--- src/design/pma_pkg.sv ---
// Package for the path metrics accumulator: widths, constants, command and status types.
// Used by pma_ctrl, pma_datapath, the top level and the bench; no dependencies.
package pma_pkg;

    localparam int COORD_W    = 32;
    localparam int DIFF_W     = 33;
    localparam int ANGLE_BITS = 16;
    localparam int CORDIC_STEPS = 16;
    localparam int GUARD      = 16;
    localparam int CW         = DIFF_W + GUARD + 3;   // CORDIC x/y width
    localparam int ZW         = ANGLE_BITS + 2;
    localparam int LEN_W      = 48;
    localparam int TURN_W     = 32;
    localparam int SQ_W       = 68;                   // sum of squares, two zero bits on top
    localparam int ROOT_W     = 33;
    localparam int REM_W      = ROOT_W + 3;
    localparam int STEP_W     = 5;
    // two squaring steps, then two root bits per step
    localparam int RUN_STEPS  = 2 + SQ_W / 4;

    typedef logic [ANGLE_BITS-1:0] angle_t;

    // Rounded atan(2^-i) in ANGLE_BITS binary angle units.
    function automatic angle_t atan_lut(input logic [STEP_W-1:0] i);
        logic [31:0] t;
        logic [32:0] r;
        begin
            case (i)
                5'd0:  t = 32'h20000000;
                5'd1:  t = 32'h12E4051E;
                5'd2:  t = 32'h09FB385B;
                5'd3:  t = 32'h051111D4;
                5'd4:  t = 32'h028B0D43;
                5'd5:  t = 32'h0145D7E1;
                5'd6:  t = 32'h00A2F61E;
                5'd7:  t = 32'h00517C55;
                5'd8:  t = 32'h0028BE53;
                5'd9:  t = 32'h00145F2F;
                5'd10: t = 32'h000A2F98;
                5'd11: t = 32'h000517CC;
                5'd12: t = 32'h00028BE6;
                5'd13: t = 32'h000145F3;
                5'd14: t = 32'h0000A2FA;
                5'd15: t = 32'h0000517D;
                default: t = 32'h0;
            endcase
            r = {1'b0, t} + (33'd1 << (31 - ANGLE_BITS));
            atan_lut = r[31 -: ANGLE_BITS];
        end
    endfunction

    typedef struct packed {
        logic load;     // capture differences, start CORDIC and root
        logic step;     // one iteration of both units
        logic commit;   // fold results into the sums
    } pma_cmd_t;

    typedef struct packed {
        logic last_step;
    } pma_stat_t;

endpackage

--- src/design/pma_ctrl.sv ---
// Sequencer for the path metrics accumulator: accept, iterate, commit, present.
// Depends on pma_pkg.
module pma_ctrl (
    input  logic              clk,
    input  logic              rst_n,
    input  logic              in_valid,
    output logic              in_ready,
    output logic              out_valid,
    input  logic              out_ready,
    input  pma_pkg::pma_stat_t stat,
    output pma_pkg::pma_cmd_t  cmd
);
    import pma_pkg::*;

    localparam logic [1:0] S_IDLE = 2'd0;
    localparam logic [1:0] S_RUN  = 2'd1;
    localparam logic [1:0] S_DONE = 2'd2;

    logic [1:0] state_reg, state_next;
    logic       ovalid_reg, ovalid_next;

    assign in_ready  = (state_reg == S_IDLE);
    assign out_valid = ovalid_reg;

    // Decode commands and advance state
    always_comb
    begin
        state_next  = state_reg;
        ovalid_next = ovalid_reg && !out_ready;
        cmd         = '0;
        case (state_reg)
            S_IDLE:
            begin
                if (in_valid && in_ready)
                begin
                    cmd.load   = 1'b1;
                    state_next = S_RUN;
                end
            end
            S_RUN:
            begin
                cmd.step = 1'b1;
                if (stat.last_step)
                    state_next = S_DONE;
            end
            S_DONE:
            begin
                // hold the commit while the previous beat still waits
                if (!ovalid_reg || out_ready)
                begin
                    cmd.commit  = 1'b1;
                    ovalid_next = 1'b1;
                    state_next  = S_IDLE;
                end
            end
            default: state_next = S_IDLE;
        endcase
    end

    always_ff @(posedge clk or negedge rst_n)
    begin
        if (!rst_n)
        begin
            state_reg  <= S_IDLE;
            ovalid_reg <= 1'b0;
        end
        else
        begin
            state_reg  <= state_next;
            ovalid_reg <= ovalid_next;
        end
    end
endmodule

--- config.mk ---
export PLATFORM = sky130hd
export DESIGN_NAME = pma_ctrl
export DESIGN_NICKNAME = d
export VERILOG_FILES = /design/src/design/pma_pkg.sv /design/src/design/pma_ctrl.sv
export SDC_FILE = /design/constraint.sdc
export NUM_CORES = 1
export LEC_CHECK = 0
export BUFFER_PORTS_ARGS = -buffer_cell sky130_fd_sc_hd__buf_2
export CORE_AREA = 2 2 39 41
export CTS_CLUSTER_SIZE = 28
export DETAILED_ROUTE_END_ITERATION = 16
export DIE_AREA = 0 0 41 43
export HOLD_SLACK_MARGIN = 0.1
export PLACE_DENSITY = 0.35
export REMOVE_ABC_BUFFERS = 1
export SYNTH_ARGS = -nofsm -noshare
export SYNTH_HDL_FRONTEND = slang
export SYNTH_SLANG_ARGS = --single-unit
--- constraint.sdc ---
create_clock -name clk -period 0.96 [get_ports clk]
set_input_delay 0.096 -clock clk [delete_from_list [all_inputs] [get_ports clk]]
set_output_delay 0.096 -clock clk [all_outputs]
set_load 0.03 [all_outputs]
# Word-level counts from Yosys, hierarchy flattened
# Cells that the tools add are included.
# word_totals
reg_bits	3
in_bits	5
wordCells	25
# classes
eq_ne	5
mux	11
n_reduce_logical	7
# ops
op	count
two-way mux 1 bit	7
two-way mux 2 bit	3
case mux 2 bit (3 select lines)	1
inequality test 2 bit (second input constant)	2
AND reduction 3 bit	1
== test 2 x 1 -> 1 bit (second input constant)	1
== test 2 bit (second input constant)	1
logical AND 1 bit	2
zero test 1 bit	2
zero test 2 bit	1
inequality test 2 x 1 -> 1 bit (second input constant)	1
logical OR 1 bit	1

# Longest topological paths before layout
# Gate-level depths: netlist of run 1.
# depth
ltp_word	4
ltp_mapped	2
ltp_nobuf	2

# Worst setup path before layout of run 1
# OpenSTA, ideal clock, no wires.
# synth_timing
kind	register to output
startpoint	reg ovalid_reg, in the netlist out_valid
endpoint	out cmd[0] in the netlist's numbering
arrival_time_ns	1.114
required_ns	0.864
slack_ns	-0.250
stages_incl_launch_ff	3
path_buffers	0
cell_sequence	dfrtp_1 nand2b_1 nor2b_1
# synth_rtl
item	line	source
from (decl)	pma_ctrl.sv:20	logic ovalid_reg, ovalid_next;
from (signal assigned)	pma_ctrl.sv:70	ovalid_reg <= ovalid_next;
to (decl)	pma_ctrl.sv:11	output pma_pkg::pma_cmd_t cmd

==> run_results.csv, run 1 <==
group,metric,value,unit
timing,period_needed,1180,ps
timing,tightest_slew,154,ps
drt,drt_iter0_markers,1,
clock_network,clkLatencyLatePin,230,ps
synthesis,syn_area,159,um2
die,core_area,0.00138,mm2
finish,regArea,76.3,um2
flow_run,maxCapViolCount,0,
timing,rsz0062_at_grt,"yes",
die,die_area,0.00176,mm2
pwr,vdd_ir_drop_max,0.000984,V
global_route,grt_pass1_vias,209,
timing,hold_viol_final,0,
critical_path,start_kind,"flip-flop",
synthesis,synth_top_area_share,47.2,%
synthesis,syn_area_per_cell,11.4,um2
run_status,status,"finished with violations",
synthesis,synth.area.top_cells,"dfrtp_1 47%, nand2b_1 12%, o2bb2ai_2 9.4%",
finish,largest_register_ff_count,2,
timing,period_share,123,%
pwr,total_power,1.07,mW
global_route,grt_max_degree,4,
place,placed_cell_area,246,um2
place,port_buffers,9,
drt,route.detailed.drc,0,
clock_network,cts_htree_levels,1,
critical_path,cp.arrival,1080,ps
synthesis,yosysWarningCount,0,
timing,setup_viol,5,
timing,maxSlewHeadroom,89.8,%
drt,drt_wl_total,484,um
pwr,p_leak,0.176,nW
drt,wire_per_inst,9.49,um
global_route,use_met3,5.24,%
die,die_h,43,um
drt,via_per_inst,3.53,
clock_network,cts_root_buffer,"clkbuf_4",
clock_network,cts.path.max_buffers,2,
die,row_count,14,
critical_path,path_max_fanout,3,
global_route,gr-usage-all-layers,7.95,%
run_status,violations,"setup timing",
finish,antenna_cells,0,
finish,final_cell_area,362,um2
clock_network,numCtsBuffers,3,
die,pin_count,10,
drt,vias,180,
critical_path,end_kind,"output pin",
synthesis,synth.yosys.seq_area_share,47.2,%
min_path,whs_path_depth,3,
finish,multi_input_area,91.3,um2
timing,max_freq,0.849,GHz
clock_network,cts_tree,"done",
critical_path,reg2regPathDepth,4,
die,start_util,11.5,%
place,finalWeightedCongestion,0.575,
finish,drive_gt1_share,68.6,%
synthesis,synthCells,14,
global_route,globalRouteMet1Util,9.06,%
drt,antenna_left,0,
finish,fill_cells,153,
synthesis,ys_ff_latch,3,
timing,finalClockSkew,2.00,ps
timing,fin_ws,-218,ps
synthesis,ys_types,10,
critical_path,crit_type,"flip-flop to output pin",
global_route,top_usage_layer,"met2",
global_route,grt_use_met2,10.0,%
global_route,grt.overflow.total,0,
finish,synthToLayoutAreaGrowth,128,%
drt,first_pass_iters,4,
pwr,p_per_area,2950,mW/mm2
global_route,antenna_found_initial,0,
global_route,grt_pass1_wl,883,um
synthesis,synth_area_leader_cell,"dfrtp_1",
place,hpwl,307,um
critical_path,crit_required,860,ps
clock_network,clock-sinks,3,
clock_network,clkTransAtPathRegs,40,ps
min_path,hold_path.class,"primary input to flip-flop",
die,die_w,41,um
finish,nets,41,
timing,finalMaxSlewViolations,0,
-- kinds of logic (layout without fill, tap and decap cells) --
| kind of cell | after synthesis | in the layout | synth area share [%] |
|---|---|---|---|
| buffers and inverters | 0 | 21 | 0 |
| AO/OA/AOI/OAI | 2 | 2 | 12.6 |
| flip-flops | 3 | 3 | 47.2 |
| AND/OR/NAND/NOR | 9 | 9 | 40.2 |
-- final cells by class --
type / count / area share, %
multi-input combinational: 11 / 25.3
timing repair buffer: 17 / 40.8
sequential: 3 / 21.1
tap: 16 / 5.54
clock buffer: 4 / 7.27
-- layer usage --
| metal | share of wire [%] | up-vias | routed length [um] |
|---|---|---|---|
| li1 | - | 86 | - |
| met1 | 43 | 82 | 209 |
| met2 | 45 | 10 | 216 |
| met3 | 11 | 2 | 54 |
| met4 | 0.83 | 0 | 4 |
| met5 | 0 | - | 0 |
-- through the flow --
stage / hold slack, ps / TNS, ps / instances / setup WS, ps / util, %
finish: 142 / -834 / 51 / -218 / 26.1
global route: 159 / -1080 / 51 / -261 / 26.1
CTS: 117 / -827 / 51 / -211 / 25.9
detailed placement: -105 / -13.0 / 42 / -11.3 / 17.8
global placement: -105 / -2.89 / 42 / -2.89 / 17.8
floorplan: -200 / -470 / 14 / -250 / -
-- worst paths after layout --
kind                                   start           end  slack (ps)
worst max-delay path            state_reg[0]        cmd[0]        -220
worst min-delay path                in_valid  state_reg[0]         140
worst max register to register  state_reg[0]  state_reg[1]         -50
worst min register to register  state_reg[1]  state_reg[0]         620
max in group asynchronous              rst_n  state_reg[1]         650
min in group asynchronous              rst_n  state_reg[0]         200
-- cell usage after synthesis --
cell type and n:
nand2_1 1, o2bb2ai_2 1, a21oi_1 1, and2_1 1, dfrtp_1 3, nand2b_2 1
nand2b_1 3, nor2b_4 1, nor2_2 1, nor2b_1 1
-- where the power goes --
part	leakage, nW	internal, mW	switching, mW
logic	0.124	0.345	0.282
registers	0.0373	0.170	0.0496
clock network	0.0150	0.156	0.0645
total	0.176	0.671	0.396
-- timing repair --
| action | 4_1_cts | 5_1_grt |
|---|---|---|
| hold buffers | 2 | 0 |
| endpoints found under the hold margin | 4 | 0 |
| resized for setup | 10 | 1 |
| endpoints found under the setup margin | 4 | 5 |
| setup buffers | 3 | 0 |
-- placed cells by master (no fill, tap or decap), drive strengths merged --
cell / Yosys / routed
nand2: 1 / 1
dfrtp: 3 / 3
nand2b: 4 / 4
nor2b: 2 / 2
dlygate4sd3: 0 / 2
a21oi: 1 / 1
clkbuf: 0 / 4
o2bb2ai: 1 / 1
and2: 1 / 1
nor2: 1 / 1
buf: 0 / 15
-- critical path, cell delays in order (launching register included) --
cell and delay (ps):
dfrtp_1 410, nand2b_4 160, nor2b_1 110, buf_4 170
(Power assumes the default switching activity.)
==> run 2: changes to the inputs <==
--- a/config.mk
+++ b/config.mk
@@ -5,7 +5,7 @@
 export SDC_FILE = /design/constraint.sdc
 export NUM_CORES = 1
 export LEC_CHECK = 0
-export BUFFER_PORTS_ARGS = -buffer_cell sky130_fd_sc_hd__buf_2
+export BUFFER_PORTS_ARGS = -buffer_cell sky130_fd_sc_hd__buf_4
 export CORE_AREA = 2 2 39 41
 export CTS_CLUSTER_SIZE = 28
 export DETAILED_ROUTE_END_ITERATION = 16
==> run 2 against run 1 <==
- the run still ends with setup timing left
- fmax rose by 0.44%
- non-clock buffer count did not move
- wire length fell by 5.2%
- worst setup slack improved by 5.2 ps
- critical path type unchanged
- largest power group unchanged
==> run_results.csv, run 2 (synthesis results as in run 1) <==
group,metric,value,unit
run_status,status,"finished with violations",
run_status,violations,"setup timing",
timing,maxSlewHeadroom,90.2,%
finish,drive_gt1_share,65.7,%
timing,rsz0062_at_grt,"yes",
finish,nets,41,
finish,fill_cells,148,
timing,setup_viol,5,
critical_path,crit_family,"flip-flops",
timing,finalMaxSlewViolations,0,
timing,finalClockSkew,3.06,ps
finish,final_cell_area,359,um2
finish,instances_no_fill,51,
timing,period_share,122,%
drt,drt_iter0_markers,0,
critical_path,crit_type,"flip-flop to output pin",
critical_path,crit_chain,"nor2_2, and2_1, buf_6",
finish,multi_input_area,88.8,um2
drt,via_per_inst,3.43,
finish,final_common_cell,"buf_4",
finish,largest_register_ff_count,2,
die,pin_count,10,
global_route,gr-usage-all-layers,7.24,%
critical_path,crit_slowest_cell,"dfrtp_2",
place,hpwl,312,um
timing,fin_ws,-213,ps
global_route,grt_pass1_vias,177,
clock_network,cts.path.max_buffers,2,
clock_network,clkTransAtPathRegs,30,ps
global_route,grt_max_degree,5,
drt,first_pass_iters,1,
critical_path,crit_buf_inv,1,
die,die_h,43,um
pwr,p_leak,0.175,nW
global_route,grt.overflow.total,0,
place,port_buffers,9,
place,placed_cell_area,262,um2
die,die_w,41,um
finish,regArea,76.3,um2
timing,finalSetupTns,-721,ps
clock_network,clkLatencyLatePin,230,ps
clock_network,numCtsBuffers,3,
timing,period_needed,1170,ps
timing,hold-worst-slack,136,ps
critical_path,path_max_fanout,3,
place,place_ws,-21.1,ps
min_path,hold_path.class,"primary input to flip-flop",
global_route,antenna_found_initial,0,
pwr,total_power,1.02,mW
timing,hold_viol_final,0,
finish,final_cell_mix,"11 x buf_4, 4 x buf_6, 3 x nand2b_1, 3 x clkbuf_4",
place,finalWeightedCongestion,0.629,
die,start_util,11.5,%
timing,max_freq,0.853,GHz
critical_path,cp.arrival,1080,ps
finish,antenna_cells,0,
clock_network,clock-sinks,3,
drt,wire_per_inst,9.00,um
drt,route.detailed.drc,0,
drt,drt_wl_total,459,um
pwr,p_per_area,2830,mW/mm2
global_route,grt_pass1_wl,710,um
die,row_count,14,
drt,antenna_left,0,
clock_network,cts_tree,"done",
drt,vias,175,
finish,synthToLayoutAreaGrowth,126,%
place,dp_cells,41,
critical_path,slowest_delay,420,ps
die,die_area,0.00176,mm2
critical_path,start_kind,"flip-flop",
flow_run,maxCapViolCount,0,
critical_path,crit_required,860,ps
finish,utilization,25.9,%
die,core_area,0.00138,mm2
pwr,vdd_ir_drop_max,0.000933,V
timing,tightest_slew,147,ps
clock_network,cts_root_buffer,"clkbuf_4",
critical_path,end_kind,"output pin",
clock_network,cts_htree_levels,1,
-- run 2: changes by cell type in the layout (fill, tap and decap cells not counted) --
| cell | previous run | this run |
|---|---|---|
| and2_1 | 0 | 1 |
| and2_4 | 1 | 0 |
| buf_12 | 1 | 0 |
| buf_2 | 5 | 0 |
| buf_4 | 5 | 11 |
-- run 2: power breakdown --
| group | switching (mW) | leakage, nW | total [mW] | internal [mW] |
|---|---|---|---|---|
| logic | 0.278 | 0.123 | 0.588 | 0.310 |
| clock network | 0.0610 | 0.0150 | 0.216 | 0.155 |
| registers | 0.0408 | 0.0373 | 0.211 | 0.170 |
-- run 2: layout make-up --
class                           instances  area share (%)
Tap cell                               16            5.57
Timing Repair Buffer                   17            41.1
Sequential cell                         3            21.3
Clock buffer                            4            7.32
Multi-Input combinational cell         11            24.7
-- run 2: metal layers --
| metal | global-route usage [%] | wire length (um) | vias to the layer above |
|---|---|---|---|
| li1 | - | - | 87 |
| met1 | 7.10 | 181 | 76 |
| met5 | 0 | 0 | - |
| met4 | 6.00 | 0 | 0 |
| met3 | 8.38 | 76 | 0 |
| met2 | 7.81 | 200 | 12 |
-- run 2: worst register-to-register path, cell delays in order, from the launching register on --
cell and delay [ps]:
dfrtp_1 400, buf_4 150, nor2b_4 120, buf_4 120, o2bb2ai_2 110
-- run 2: what timing repair did --
action / CTS / global route
endpoints found under the hold margin: 4 / 0
cloned: 0 / 0
hold buffers: 2 / 0
setup buffers: 4 / 0
endpoints found under the setup margin: 4 / 5
gates resized for setup: 5 / 1
pin swaps: 2 / 0
-- run 2: worst paths after layout --
path,from,to,slack [ps],cells after the start
worst max-delay path,state_reg[1],cmd[2],-210,3
worst min register to register,state_reg[1],state_reg[0],570,2
max in group asynchronous,rst_n,state_reg[1],660,2
min in group asynchronous,rst_n,out_valid,190,2
worst max register to register,state_reg[0],state_reg[1],-70,4
worst min-delay path,in_valid,state_reg[0],140,3
==> run 3: changes to the inputs <==
--- a/config.mk
+++ b/config.mk
@@ -6,10 +6,10 @@
 export NUM_CORES = 1
 export LEC_CHECK = 0
 export BUFFER_PORTS_ARGS = -buffer_cell sky130_fd_sc_hd__buf_4
-export CORE_AREA = 2 2 39 41
+export CORE_AREA = 5 5 42 44
 export CTS_CLUSTER_SIZE = 28
 export DETAILED_ROUTE_END_ITERATION = 16
-export DIE_AREA = 0 0 41 43
+export DIE_AREA = 0 0 47 49
 export HOLD_SLACK_MARGIN = 0.1
 export PLACE_DENSITY = 0.35
 export REMOVE_ABC_BUFFERS = 1
==> run 3 against run 2 <==
- the flow still finishes with violations (setup timing)
- total power down 6.1%
- global-route usage down 2.9 points
- register-to-register slack improved by 30 ps
- worst setup slack better by 25 ps
- sequential power increased by 3%
- sequential cell count did not move
- clock power about the same
- highest routed layer unchanged
- critical path type unchanged
==> run_results.csv, run 3 (synthesis results as in run 1) <==
group,metric,value,unit
min_path,hold_path_end,"state_reg[0]",
timing,period_needed,1150,ps
drt,via_per_inst,3.29,
critical_path,reg2regPathDepth,4,
global_route,grt.overflow.total,0,
place,hpwl,320,um
finish,drive_gt1_share,63.6,%
timing,period_share,120,%
clock_network,numCtsBuffers,3,
critical_path,cp.arrival,1050,ps
pwr,switching_share,37.7,%
critical_path,crit_family,"flip-flops",
drt,first_pass_iters,1,
flow_run,maxCapViolCount,0,
die,pin_count,10,
finish,antenna_cells,0,
place,port_buffers,9,
die,die_h,49,um
drt,antenna_left,0,
die,start_util,11.3,%
drt,vias,161,
drt,wire_per_inst,8.16,um
timing,hold_viol_final,0,
finish,largest_register_ff_count,2,
critical_path,path_max_fanout,4,
pwr,p_leak,0.163,nW
place,finalWeightedCongestion,0.693,
critical_path,crit_required,860,ps
clock_network,cts_htree_levels,1,
clock_network,clkLatencyLatePin,230,ps
die,die_w,47,um
critical_path,end_kind,"output pin",
pwr,p_switching,360,uW
critical_path,crit_slowest_cell,"dfrtp_2",
critical_path,rrSetupSlack,-40,ps
finish,synthToLayoutAreaGrowth,112,%
pwr,vdd_ir_drop_max,0.000874,V
critical_path,crit_chain,"nor2_2, and2_1, buf_6",
timing,maxSlewHeadroom,89.6,%
critical_path,crit_buf_inv,1,
timing,tightest_slew,156,ps
clock_network,cts_tree,"done",
timing,fin_ws,-188,ps
clock_network,clkTransAtPathRegs,40,ps
global_route,antenna_found_initial,0,
die,die_area,0.00230,mm2
pwr,intPower,594,uW
critical_path,start_kind,"flip-flop",
critical_path,timing.rr.end,"state_reg[1]",
min_path,min_from,"in_valid",
timing,finalMaxSlewViolations,0,
place,dp_cells,41,
drt,drt_wl_total,400,um
clock_network,cts_root_buffer,"clkbuf_4",
pwr,pwr-share-clk,22.5,%
die,core_area,0.00140,mm2
global_route,grt_pass1_vias,185,
finish,final_common_cell,"buf_4",
timing,finalClockSkew,2.01,ps
run_status,status,"finished with violations",
finish,final_cell_mix,"11 x buf_4, 3 x nand2b_1, 3 x clkbuf_4",
clock_network,cts.path.max_buffers,2,
die,row_count,14,
critical_path,crit_type,"flip-flop to output pin",
global_route,gr-usage-all-layers,4.30,%
clock_network,clock-sinks,3,
global_route,grt_pass1_wl,662,um
run_status,violations,"setup timing",
pwr,p_per_area,2830,mW/mm2
finish,final_cell_area,337,um2
finish,nets,39,
finish,fill_cells,166,
timing,max_freq,0.871,GHz
place,placed_cell_area,262,um2
drt,route.detailed.drc,0,
critical_path,r2r_start,"state_reg[0]",
global_route,grt_max_degree,5,
drt,drt_iter0_markers,0,
pwr,p_seq_share,22.7,%
min_path,whs_path_depth,3,
pwr,p_comb_share,54.8,%
critical_path,slowest_delay,450,ps
finish,instances_no_fill,49,
timing,rsz0062_at_grt,"yes",
timing,setup_viol,5,
min_path,hold_path.class,"primary input to flip-flop",
[run 3: final cells by class]
type	instances	area, um2	area share [%]
well taps	16	20.0	5.95
flip-flops and latches	3	76.3	22.7
clock buffers	4	26.3	7.81
multi-input cells	11	88.8	26.4
repair buffers	15	125	37.2
[run 3: power by group through the flow]
| stage | Clock, mW | Sequential, mW | Combinational, mW |
|---|---|---|---|
| 2_1_floorplan | 0 | 0.240 | 0.243 |
| 5_1_grt | 0.233 | 0.224 | 0.556 |
| 6_report | 0.215 | 0.217 | 0.522 |
| 3_3_place_gp | 0 | 0.215 | 0.438 |
| 3_5_place_dp | 0 | 0.218 | 0.438 |
| 4_1_cts | 0.228 | 0.218 | 0.507 |
[run 3: worst max path at each step]
stage                             from      to  slack [ps]  depth (start not counted)
after CTS                 state_reg[0]  cmd[0]        -210                          3
after global routing      state_reg[0]  cmd[0]        -240                          3
after detailed placement  state_reg[0]  cmd[0]         -30                          3
after floorplan              out_valid  cmd[0]        -250                          2
after global placement    state_reg[0]  cmd[0]         -10                          3
final                     state_reg[1]  cmd[2]        -190                          3
[run 3: worst register-to-register path, stage by stage, from the launching register on]
cell and delay, ps:
dfrtp_1 390, buf_4 150, nor2b_4 120, buf_4 130, o2bb2ai_2 100
[run 3: stage by stage]
stage | util, % | TNS, ps | setup WS, ps | power [mW] | hold WS, ps
after floorplan | - | -470 | -250 | 0.483 | -200
after detailed placement | 18.7 | -31.1 | -31.1 | 0.655 | -109
after CTS | 23.5 | -689 | -210 | 0.952 | 134
after global routing | 24.0 | -885 | -244 | 1.01 | 158
after global placement | 18.7 | -12.1 | -12.1 | 0.654 | -112
final | 24.0 | -647 | -188 | 0.954 | 141
[run 3: routing by layer]
| layer | vias to the layer above | GRT usage [%] | wire (um) |
|---|---|---|---|
| li1 | 82 | - | - |
| met1 | 76 | 3.52 | 137 |
| met2 | 3 | 6.79 | 247 |
| met3 | 0 | 1.11 | 15 |
| met4 | 0 | 5.53 | 0 |
| met5 | - | 0 | 0 |
[run 3: what timing repair did]
action,CTS,global route
hold endpoints to repair,4,0
resized for setup,4,0
endpoints found under the setup margin,4,4
hold buffers,2,0
buffers inserted,1,1
